===== config.mk =====
export PLATFORM = sky130hd
export DESIGN_NAME = ring_buffer_window_mean
export DESIGN_NICKNAME = d
export VERILOG_FILES = /design/src/design/rbwm_pkg.sv /design/src/design/rbwm_cell.sv /design/src/design/rbwm_divider.sv /design/src/design/ring_buffer_window_mean.sv
export SDC_FILE = /design/constraint.sdc
export NUM_CORES = 2
export LEC_CHECK = 0
export ABC_AREA = 0
export BUFFER_PORTS_ARGS = -buffer_cell sky130_fd_sc_hd__buf_2
export CAP_MARGIN = 20
export CORE_ASPECT_RATIO = 0.75
export CORE_MARGIN = 8
export CORE_UTILIZATION = 55
export DETAILED_ROUTE_END_ITERATION = 10
export PLACE_DENSITY = 0.71
export SETUP_SLACK_MARGIN = 0.4
export SYNTH_ARGS = -nofsm -noshare
export SYNTH_HDL_FRONTEND = slang
export SYNTH_SLANG_ARGS = --single-unit

===== constraint.sdc =====
create_clock -name clock -period 3.15 [get_ports clock]
set_input_delay 0.1575 -clock clock [delete_from_list [all_inputs] [get_ports clock]]
set_output_delay 0.1575 -clock clock [all_outputs]
set_load 0.05 [all_outputs]

===== src/design/rbwm_pkg.sv =====
// Shared types and constants for the windowed-mean block.
`timescale 1ns / 1ps

package rbwm_pkg;

   // Width of the mean field and of the sample field on the ports.
   localparam int MEAN_BITS = 12;
   localparam int SAMPLE_FIELD_BITS = 12;
   localparam int WINDOW_FIELD_BITS = 7;
   localparam int TDATA_BITS = 16;

   // Window length after reset, before clamping to the buffer depth.
   localparam int WINDOW_RESET = 16;

   // Sequencer states of the top level.
   typedef enum logic [1:0] {
      ST_IDLE,
      ST_SUM,
      ST_DIV
   } state_type;

   // Controls broadcast to every cell of the sample chain.
   typedef struct packed {
      logic load;     // shift a new sample in, oldest one falls off the end
      logic rotate;   // circulate the chain one place toward the head
   } cell_ctrl_type;

endpackage


===== src/design/rbwm_cell.sv =====
// One storage cell of the circular sample chain.
`timescale 1ns / 1ps

module rbwm_cell #(
   parameter int SAMPLE_BITS = 12
) (
   input  logic                        clock,
   input  logic                        reset,
   input  rbwm_pkg::cell_ctrl_type     ctrl,
   input  logic [SAMPLE_BITS-1:0]      prev_data,
   input  logic [SAMPLE_BITS-1:0]      next_data,
   output logic [SAMPLE_BITS-1:0]      data
);

   logic [SAMPLE_BITS-1:0] data_ff;
   logic [SAMPLE_BITS-1:0] data_in;

   always_comb begin
      data_in = data_ff;
      if (ctrl.load) begin
         data_in = prev_data;
      end else if (ctrl.rotate) begin
         data_in = next_data;
      end
   end

   // The buffer starts out as zeros, so early means include them.
   always_ff @(posedge clock) begin
      if (reset) begin
         data_ff <= '0;
      end else begin
         data_ff <= data_in;
      end
   end

   assign data = data_ff;

endmodule


===== src/design/rbwm_divider.sv =====
// Restoring divider that produces one quotient bit per cycle.
`timescale 1ns / 1ps

module rbwm_divider #(
   parameter int SUM_W = 19,
   parameter int WIN_W = 7
) (
   input  logic              clock,
   input  logic              reset,
   input  logic              start,
   input  logic [SUM_W-1:0]  dividend,
   input  logic [WIN_W-1:0]  divisor,
   output logic              done,
   output logic [SUM_W-1:0]  quotient
);

   localparam int CNT_W = $clog2(SUM_W + 1);

   logic [SUM_W-1:0] quo_ff, quo_in;
   logic [WIN_W-1:0] rem_ff, rem_in;
   logic [WIN_W-1:0] div_ff, div_in;
   logic [CNT_W-1:0] cnt_ff, cnt_in;
   logic             busy_ff, busy_in;
   logic             done_ff, done_in;

   logic [WIN_W:0]   trial;
   logic [WIN_W:0]   diff;
   logic             fits;

   assign trial = {rem_ff, quo_ff[SUM_W-1]};
   assign diff  = trial - {1'b0, div_ff};
   assign fits  = (trial >= {1'b0, div_ff});

   always_comb begin
      quo_in  = quo_ff;
      rem_in  = rem_ff;
      div_in  = div_ff;
      cnt_in  = cnt_ff;
      busy_in = busy_ff;
      done_in = done_ff;
      if (start) begin
         quo_in  = dividend;
         rem_in  = '0;
         div_in  = divisor;
         cnt_in  = CNT_W'(SUM_W);
         busy_in = 1'b1;
         done_in = 1'b0;
      end else if (busy_ff) begin
         // The remainder stays below the divisor, so it fits in WIN_W bits.
         rem_in = fits ? diff[WIN_W-1:0] : trial[WIN_W-1:0];
         quo_in = {quo_ff[SUM_W-2:0], fits};
         cnt_in = cnt_ff - 1'b1;
         if (cnt_ff == CNT_W'(1)) begin
            busy_in = 1'b0;
            done_in = 1'b1;
         end
      end
   end

   always_ff @(posedge clock) begin
      if (reset) begin
         cnt_ff  <= '0;
         busy_ff <= 1'b0;
         done_ff <= 1'b0;
      end else begin
         cnt_ff  <= cnt_in;
         busy_ff <= busy_in;
         done_ff <= done_in;
      end
   end

   always_ff @(posedge clock) begin
      quo_ff <= quo_in;
      rem_ff <= rem_in;
      div_ff <= div_in;
   end

   assign done     = done_ff;
   assign quotient = quo_ff;

endmodule


===== src/design/ring_buffer_window_mean.sv =====
// Moving average over the most recent samples with a configurable window.
// An accepted request is shifted into the chain, the chain circulates once while the window is
//    summed, the bit-serial divider runs, and the mean enters the result register once it is free.
// A new request is taken only after the mean of the last one has been loaded; the full circulation
//    of the sample chain and the bit-serial divider keep the block busy until then.
// Reset: synchronous, active high; clears every sample cell to zero, sets the window to 16
//    (clamped to BUFFER_DEPTH) and empties the result register.
`timescale 1ns / 1ps

module ring_buffer_window_mean #(
   parameter int BUFFER_DEPTH = 64,
   parameter int SAMPLE_BITS  = 12
) (
   input  logic        clock,
   input  logic        reset,

   // Window length register.
   input  logic        csr_wr_en,
   input  logic [6:0]  csr_wr_data,   // window_length

   // Request stream of converter samples.
   input  logic        req_tvalid,
   output logic        req_tready,
   input  logic [15:0] req_tdata,     // [11:0] sample, [15:12] zero

   // Response stream of means.
   output logic        rsp_tvalid,
   input  logic        rsp_tready,
   output logic [15:0] rsp_tdata      // [11:0] mean, [15:12] zero
);

   // The window register can hold every length from 1 to BUFFER_DEPTH.
   localparam int WIN_W = $clog2(BUFFER_DEPTH + 1);
   // Position counter used while the chain circulates.
   localparam int CNT_W = $clog2(BUFFER_DEPTH);
   // The sum of a full window of maximal samples fits here.
   localparam int SUM_W = SAMPLE_BITS + WIN_W;
   localparam int EXT_W = (SUM_W > rbwm_pkg::MEAN_BITS) ? SUM_W : rbwm_pkg::MEAN_BITS;
   localparam int WIN_RESET = (rbwm_pkg::WINDOW_RESET > BUFFER_DEPTH) ?
                              BUFFER_DEPTH : rbwm_pkg::WINDOW_RESET;

   // ---------------------------------------------------------------------------------------
   // Window register. Writes of zero hold the window at one; writes above the depth
   // saturate to the depth.
   // ---------------------------------------------------------------------------------------
   logic [WIN_W-1:0] window_ff, window_in;

   always_comb begin
      window_in = window_ff;
      if (csr_wr_en) begin
         if (csr_wr_data == '0) begin
            window_in = WIN_W'(1);
         end else if (32'(csr_wr_data) > BUFFER_DEPTH) begin
            window_in = WIN_W'(BUFFER_DEPTH);
         end else begin
            window_in = WIN_W'(csr_wr_data);
         end
      end
   end

   always_ff @(posedge clock) begin
      if (reset) begin
         window_ff <= WIN_W'(WIN_RESET);
      end else begin
         window_ff <= window_in;
      end
   end

   // ---------------------------------------------------------------------------------------
   // Sequencer. An accepted sample is shifted into the head of the chain. The chain then
   // circulates BUFFER_DEPTH times toward the head, so the head shows the stored samples
   // from newest to oldest, and the chain ends up where it started. The first
   // window_length of them are summed, and the sum goes to the divider.
   // ---------------------------------------------------------------------------------------
   rbwm_pkg::state_type state_ff, state_in;

   logic [CNT_W-1:0]  cnt_ff, cnt_in;
   logic [SUM_W-1:0]  sum_ff, sum_in;
   logic              req_accept;
   logic              last_pos;
   logic              out_free;
   logic              div_start;
   logic              div_done;
   logic [SUM_W-1:0]  div_quotient;
   logic              rsp_load;
   rbwm_pkg::cell_ctrl_type cell_ctrl;

   logic [SAMPLE_BITS-1:0] cell_data [BUFFER_DEPTH];
   logic [SAMPLE_BITS-1:0] new_sample;

   assign req_accept = req_tvalid && req_tready;
   assign last_pos   = (cnt_ff == CNT_W'(BUFFER_DEPTH - 1));
   assign out_free   = !rsp_tvalid || rsp_tready;
   assign new_sample = SAMPLE_BITS'(req_tdata[rbwm_pkg::SAMPLE_FIELD_BITS-1:0]);

   // Next state.
   always_comb begin
      state_in = state_ff;
      case (state_ff)
         rbwm_pkg::ST_IDLE: begin
            if (req_tvalid) begin
               state_in = rbwm_pkg::ST_SUM;
            end
         end
         rbwm_pkg::ST_SUM: begin
            if (last_pos) begin
               state_in = rbwm_pkg::ST_DIV;
            end
         end
         rbwm_pkg::ST_DIV: begin
            if (div_done && out_free) begin
               state_in = rbwm_pkg::ST_IDLE;
            end
         end
         default: begin
            state_in = rbwm_pkg::ST_IDLE;
         end
      endcase
   end

   // Outputs of the sequencer.
   always_comb begin
      req_tready       = 1'b0;
      cell_ctrl.load   = 1'b0;
      cell_ctrl.rotate = 1'b0;
      div_start        = 1'b0;
      rsp_load         = 1'b0;
      case (state_ff)
         rbwm_pkg::ST_IDLE: begin
            req_tready     = 1'b1;
            cell_ctrl.load = req_tvalid;
         end
         rbwm_pkg::ST_SUM: begin
            cell_ctrl.rotate = 1'b1;
            div_start        = last_pos;
         end
         rbwm_pkg::ST_DIV: begin
            rsp_load = div_done && out_free;
         end
         default: begin
            req_tready = 1'b0;
         end
      endcase
   end

   // Position counter and running sum.
   always_comb begin
      cnt_in = cnt_ff;
      sum_in = sum_ff;
      if (req_accept) begin
         cnt_in = '0;
         sum_in = '0;
      end else if (state_ff == rbwm_pkg::ST_SUM) begin
         cnt_in = cnt_ff + 1'b1;
         if (WIN_W'(cnt_ff) < window_ff) begin
            sum_in = sum_ff + SUM_W'(cell_data[0]);
         end
      end
   end

   always_ff @(posedge clock) begin
      if (reset) begin
         state_ff <= rbwm_pkg::ST_IDLE;
         cnt_ff   <= '0;
      end else begin
         state_ff <= state_in;
         cnt_ff   <= cnt_in;
      end
   end

   always_ff @(posedge clock) begin
      sum_ff <= sum_in;
   end

   // ---------------------------------------------------------------------------------------
   // Sample chain. Cell 0 is the head and holds the newest sample at rest.
   // ---------------------------------------------------------------------------------------
   for (genvar i = 0; i < BUFFER_DEPTH; i++) begin : g_cell
      logic [SAMPLE_BITS-1:0] prev_data;
      logic [SAMPLE_BITS-1:0] next_data;

      if (i == 0) begin : g_head
         assign prev_data = new_sample;
      end else begin : g_body
         assign prev_data = cell_data[i-1];
      end

      if (i == BUFFER_DEPTH - 1) begin : g_tail
         assign next_data = cell_data[0];
      end else begin : g_link
         assign next_data = cell_data[i+1];
      end

      rbwm_cell #(
         .SAMPLE_BITS (SAMPLE_BITS)
      ) u_cell (
         .clock     (clock),
         .reset     (reset),
         .ctrl      (cell_ctrl),
         .prev_data (prev_data),
         .next_data (next_data),
         .data      (cell_data[i])
      );
   end

   // ---------------------------------------------------------------------------------------
   // Divider. The dividend includes the last addend taken on the final circulation step.
   // ---------------------------------------------------------------------------------------
   rbwm_divider #(
      .SUM_W (SUM_W),
      .WIN_W (WIN_W)
   ) u_divider (
      .clock    (clock),
      .reset    (reset),
      .start    (div_start),
      .dividend (sum_in),
      .divisor  (window_ff),
      .done     (div_done),
      .quotient (div_quotient)
   );

   // ---------------------------------------------------------------------------------------
   // Result register. The mean is masked to its field width.
   // ---------------------------------------------------------------------------------------
   logic [EXT_W-1:0]                  quotient_ext;
   logic                              rsp_valid_ff, rsp_valid_in;
   logic [rbwm_pkg::MEAN_BITS-1:0]    mean_ff, mean_in;

   assign quotient_ext = EXT_W'(div_quotient);

   always_comb begin
      rsp_valid_in = rsp_valid_ff;
      mean_in      = mean_ff;
      if (rsp_load) begin
         rsp_valid_in = 1'b1;
         mean_in      = quotient_ext[rbwm_pkg::MEAN_BITS-1:0];
      end else if (rsp_tready) begin
         rsp_valid_in = 1'b0;
      end
   end

   always_ff @(posedge clock) begin
      if (reset) begin
         rsp_valid_ff <= 1'b0;
      end else begin
         rsp_valid_ff <= rsp_valid_in;
      end
   end

   always_ff @(posedge clock) begin
      mean_ff <= mean_in;
   end

   assign rsp_tvalid = rsp_valid_ff;
   assign rsp_tdata  = rbwm_pkg::TDATA_BITS'(mean_ff);

endmodule


# Word level (Yosys, flattened, before mapping)
# Cells that the tools add are included.
# word_totals
reg_bits,855
latch_bits,0
ram_bits,0
rom_bits,0
input_bits,28
out_inout_bits,18
wordCells,256
mem_count,0
# op_classes
add_sub_neg,4
mul,0
div,0
order_cmp,3
eq_ne,7
n_shift,0
n_mux,152
bitwise_logic,0
n_reduce_logical,13
# ops
op,n
$mux W12,128
$mux W19,5
$mux W7,3
$add A19 B12 Y19,1
$mux W1,10
$mux W5,2
$ge A8 B7 Y1,1
$gt A7 B7 Y1 const B,1
$logic_not A7 Y1,1
$lt A6 B7 Y1,1
$sub A7 B7 Y7,1
$add A6 B1 Y6 const B,1
$eq A6 B6 Y1 const B,1
$mux W2,3
$ne A2 B2 Y1 const B,3
$pmux W2 S3,1
$reduce_bool A2 Y1,3
$eq A5 B1 Y1 const B,1
$sub A5 B1 Y5 const B,1
$reduce_or A2 Y1,2
$reduce_and A3 Y1,1
$eq A2 B1 Y1 const B,1
$eq A2 B2 Y1 const B,1
$logic_and A1 B1 Y1,2
other kinds (4),4

# Logic depth before layout (Yosys ltp)
# depth
ltp_word,5
depth_mapped,9
mapped_depth_nobuf,9

# By module
# From an unflattened synthesis, not the netlist that was laid out.
# unflattened
hier_cells,3848
area_unflattened_um2,43181.4
# by_module_without_submodules
mod,instances,cells_per_inst,area_each_um2,seq_area_each_um2
rbwm_cell,64,53,603.1,240.2
ring_buffer_window_mean,1,275,2477.4,1061.0
rbwm_divider,1,181,2107.0,1061.0

# Least setup slack after synthesis
# OpenSTA, ideal clock, no wires.
# synth_path
path_type,reg2reg
from,reg g_cell[0].u_cell.data_ff[0]
to,reg u_divider.quo_ff[14] (netlist: u_divider.quotient[14]) (data pin)
setup_time_ps,267
arrival_ps,1955
t_required_ps,2883
path_slack_ps,927
stages_incl_launch_ff,9
n_path_buf,0
period_less_slack_ps,2223
path_cell_list,dfxtp_1 ha_1 fa_1 a21o_1 a41oi_1 a21oi_1 o2111ai_1 xor2_1 o21ai_0
# synth_via
elab_chain_cells,5
# synth_rtl
item,line_no,rtl
from (decl),rbwm_cell.sv:15,logic [SAMPLE_BITS-1:0] data_ff;
from (signal assigned),rbwm_cell.sv:32,data_ff <= data_in;
$add A19 B12 Y19,ring_buffer_window_mean.sv:156,sum_in = sum_ff + SUM_W'(cell_data[0]);
$mux W19,ring_buffer_window_mean.sv:155,if (WIN_W'(cnt_ff) < window_ff) begin
$mux W19,ring_buffer_window_mean.sv:153,end else if (state_ff == rbwm_pkg::ST_SUM) begin
$mux W19,ring_buffer_window_mean.sv:150,if (req_accept) begin
$mux W19,rbwm_divider.sv:41,if (start) begin
net u_divider.quo_in[14],rbwm_divider.sv:19,"logic [SUM_W-1:0] quo_ff, quo_in;"
to (signal assigned),rbwm_divider.sv:73,quo_ff <= quo_in;
to (decl),rbwm_divider.sv:19,
# The timed path passes the listed nets, and every way through them passes these cells.
# A chain may end at the register's enable or synchronous reset.

# Worst setup path in the final report
# Same ends and word-level chain as after synthesis.

==> results_dict.tcl <==
set metrics [dict create \
    clk_latency_ns 0.63 \
    wirelength_mm 72.7 \
    final_cell_mix "1039 x nand2_1, 817 x dfxtp_1, 569 x a21oi_1" \
    rsz0062_at_grt "false" \
    critPathSlowestCell "dfxtp_1" \
    r2r-start "g_cell[0].u_cell.data[0]" \
    powerDensity_nw_per_um2 597 \
    via_count 28200 \
    cts_sinks 855 \
    crit_required_ns 3.50 \
    drc 0 \
    ys_seq_elements 855 \
    num_antenna_cells 0 \
    path_cells "ha_1 -> fa_1 -> a21o_1 -> a41oi_1 -> a21oi_1 -> o2111ai_1 -> xor2_1 -> o21ai_0" \
    clock_path_buffers 3 \
    io_buffers 37 \
    r2r_slack_ns 0.52 \
    relSlewSlack_pct 32.9 \
    slew_violations 0 \
    row_count 79 \
    cp-end-kind "flop" \
    fin_skew_ns 0.0247 \
    syn_inst 4115 \
    cp-start-kind "flop" \
    path_delay_family "compound AO/OA/AOI/OAI gates" \
    fin_crit_sh_pct 83.4 \
    max_freq_mhz 381 \
    area_delta_synth_final_pct 9.18 \
    synth-async-reset-ratio_pct 0 \
    path_clk_slew_ns 0.07 \
    r2r_cells 8 \
    synth.top_cell.area_share_pct 47.1 \
    dieArea_um2 71500 \
    dieWidth_um 306 \
    fin_nets 3988 \
    cts_tree "done" \
    gp_congestion 0.785 \
    synth_edf_count 38 \
    ys_top_cells_by_area "dfxtp_1 47%, a22oi_1 12%, nand2_1 11%, a21oi_1 8.2%, a311oi_1 5.7%" \
    hold_ws_ns 0.0603 \
    drtPass1Iterations 6 \
    hold_viol 0 \
    ys_seq_area_share_pct 50.4 \
    whs_path_depth 3 \
    cts_root_buf "clkbuf_16" \
    io_pins 46 \
    final.setup.tns_ns 0 \
    cts_max_level 3 \
    antenna_found_initial 0 \
    crit_type "flop to flop" \
    grt_start_max_net_pins 200 \
    cts_inserted_buffers 80 \
    status "finished, final reports clean" \
    ys_types 64 \
    total_power_uw 22600 \
    maxCapViolations 0 \
    path_buf_inv 0 \
    grt-ovfl-total 0 \
    synth.avg_cell_area_um2 8.44 \
    hold_end "g_cell[0].u_cell.data[1]" \
    die_y_um 234 \
    via_per_inst 5.88 \
    p_leak_uw 0.0122 \
    syn_area_um2 34700 \
    ys_warn_count 0 \
    grt_pass1_wl_mm 124 \
    wire_per_inst_um 15.1 \
    grt_pass1_vias 25500 \
    worst_slew_pin_slew_ns 1.01 \
    dp_hpwl_mm 39.7 \
    dr.first_iter.drc_count 2755 \
    core_area_um2 62300 \
    r2r-end "u_divider.quotient[14]" \
    yosysTopAreaCell "dfxtp_1" \
    final_common_cell "nand2_1" \
    crit_fanout 4 \
    period_minus_slack_ns 2.63 \
    vdd_drop_max_mv 0.416 \
    worst_path_largest_cell_delay_ns 0.41 \
    arrival_ns 2.98 \
    ant_nets 0 \
    min_path_type "input pin to flop" \
    initial_core_util_pct 55.7 \
    setup_violations 0 \
    synth_ff_type "dfxtp_1" \
    hold_start "req_tdata[1]" \
    drive_gt1_share_pct 5.39 \
    track_usage_pct 19.5 \
]
## cell usage after synthesis, drive strengths merged, types with 12 or more instances
cell type	n
a21oi	571
a22oi	543
a311oi	226
buf	157
clkbuf	227
dfxtp	817
edfxtp	38
ha	27
inv	22
nand2	1040
nor2	271
o21ai	38
xor2	12
## state kept, by name (all words and copies together), names as in the netlist, 2 cells and up
register and flops:
g_cell.u_cell.data 768, sum_ff 19, u_divider.quotient 19, mean_ff 12, u_divider.div_ff 7, u_divider.rem_ff 7
window_ff 7, cnt_ff 6, u_divider.cnt_ff 5, state_ff 2
## per-stage QoR
step	cells	util, %	area, µm²	setup WS [ns]
CTS	4798	60.9	37900	0.566
global route	4798	60.9	37900	0.407
finish	4798	60.9	37900	0.523
floorplan	4118	-	34700	0.927
detailed placement	4627	56.3	35100	0.573
global placement	4626	56.3	35100	0.556
## routing by layer
metal  GRT usage (%)  wire length (µm)  part of all wire [%]
met2            30.1             31700                    44
met4            5.20              1420                   2.0
met3            2.83              2850                   3.9
met1            28.4             36700                    50
met5               0                 0                     0
## repair_timing
item,CTS,global route
setup endpoints to repair,0,2
endpoints found under the hold margin,61,0
resized for setup,0,2
hold buffers,32,0
setup buffers,0,0
## worst max-delay path by stage
stage	startpoint	endpoint	depth (start not counted)
floorplan	g_cell[0].u_cell.data[0]	u_divider.quotient[14]	8
global placement	state_ff[0]	g_cell[26].u_cell.data[1]	6
global route	g_cell[0].u_cell.data[0]	u_divider.quotient[14]	8
finish	g_cell[0].u_cell.data[0]	u_divider.quotient[14]	8
CTS	g_cell[0].u_cell.data[0]	u_divider.quotient[14]	8
detailed placement	g_cell[0].u_cell.data[0]	u_divider.quotient[14]	8
## logic make-up (layout without fill, tap and decap cells)
| family | count (synthesis) | in the layout | share of synthesized area (%) |
|---|---|---|---|
| buffers and inverters | 406 | 276 | 4.94 |
| flip-flops | 855 | 855 | 50.4 |
| XOR/XNOR | 22 | 22 | 0.555 |
| other | 1 | 4 | 0.0108 |
| multiplexers | 12 | 12 | 0.353 |
| adder cells (fa/ha/maj) | 29 | 29 | 1.09 |
| AO/OA/AOI/OAI | 1424 | 1424 | 27.4 |
| AND/OR/NAND/NOR | 1366 | 1366 | 15.2 |
## final cells by class
| cell class | instances | area (µm²) |
|---|---|---|
| clock buffer | 114 | 2280 |
| clock inverter | 25 | 215 |
| fill | 5394 | 24400 |
| inverter | 22 | 82.6 |
| multi-input combinational | 2857 | 15500 |
| sequential | 855 | 17500 |
| tap | 810 | 1010 |
| timing repair buffer | 115 | 1260 |
## worst register-to-register path: stages (launching register included)
cell and delay [ns]:
dfxtp_1 0.41, ha_1 0.28, fa_1 0.41, a21o_1 0.22, a41oi_1 0.26, a21oi_1 0.19
o2111ai_1 0.26, xor2_1 0.24, o21ai_0 0.10
## where the power goes
part | total [µW] | switching (µW) | internal, µW
clock network | 9320 | 4030 | 5290
logic | 1860 | 1310 | 547
registers | 11400 | 254 | 11200
total | 22600 | 5600 | 17000
Power figures use the tool's default switching activity.
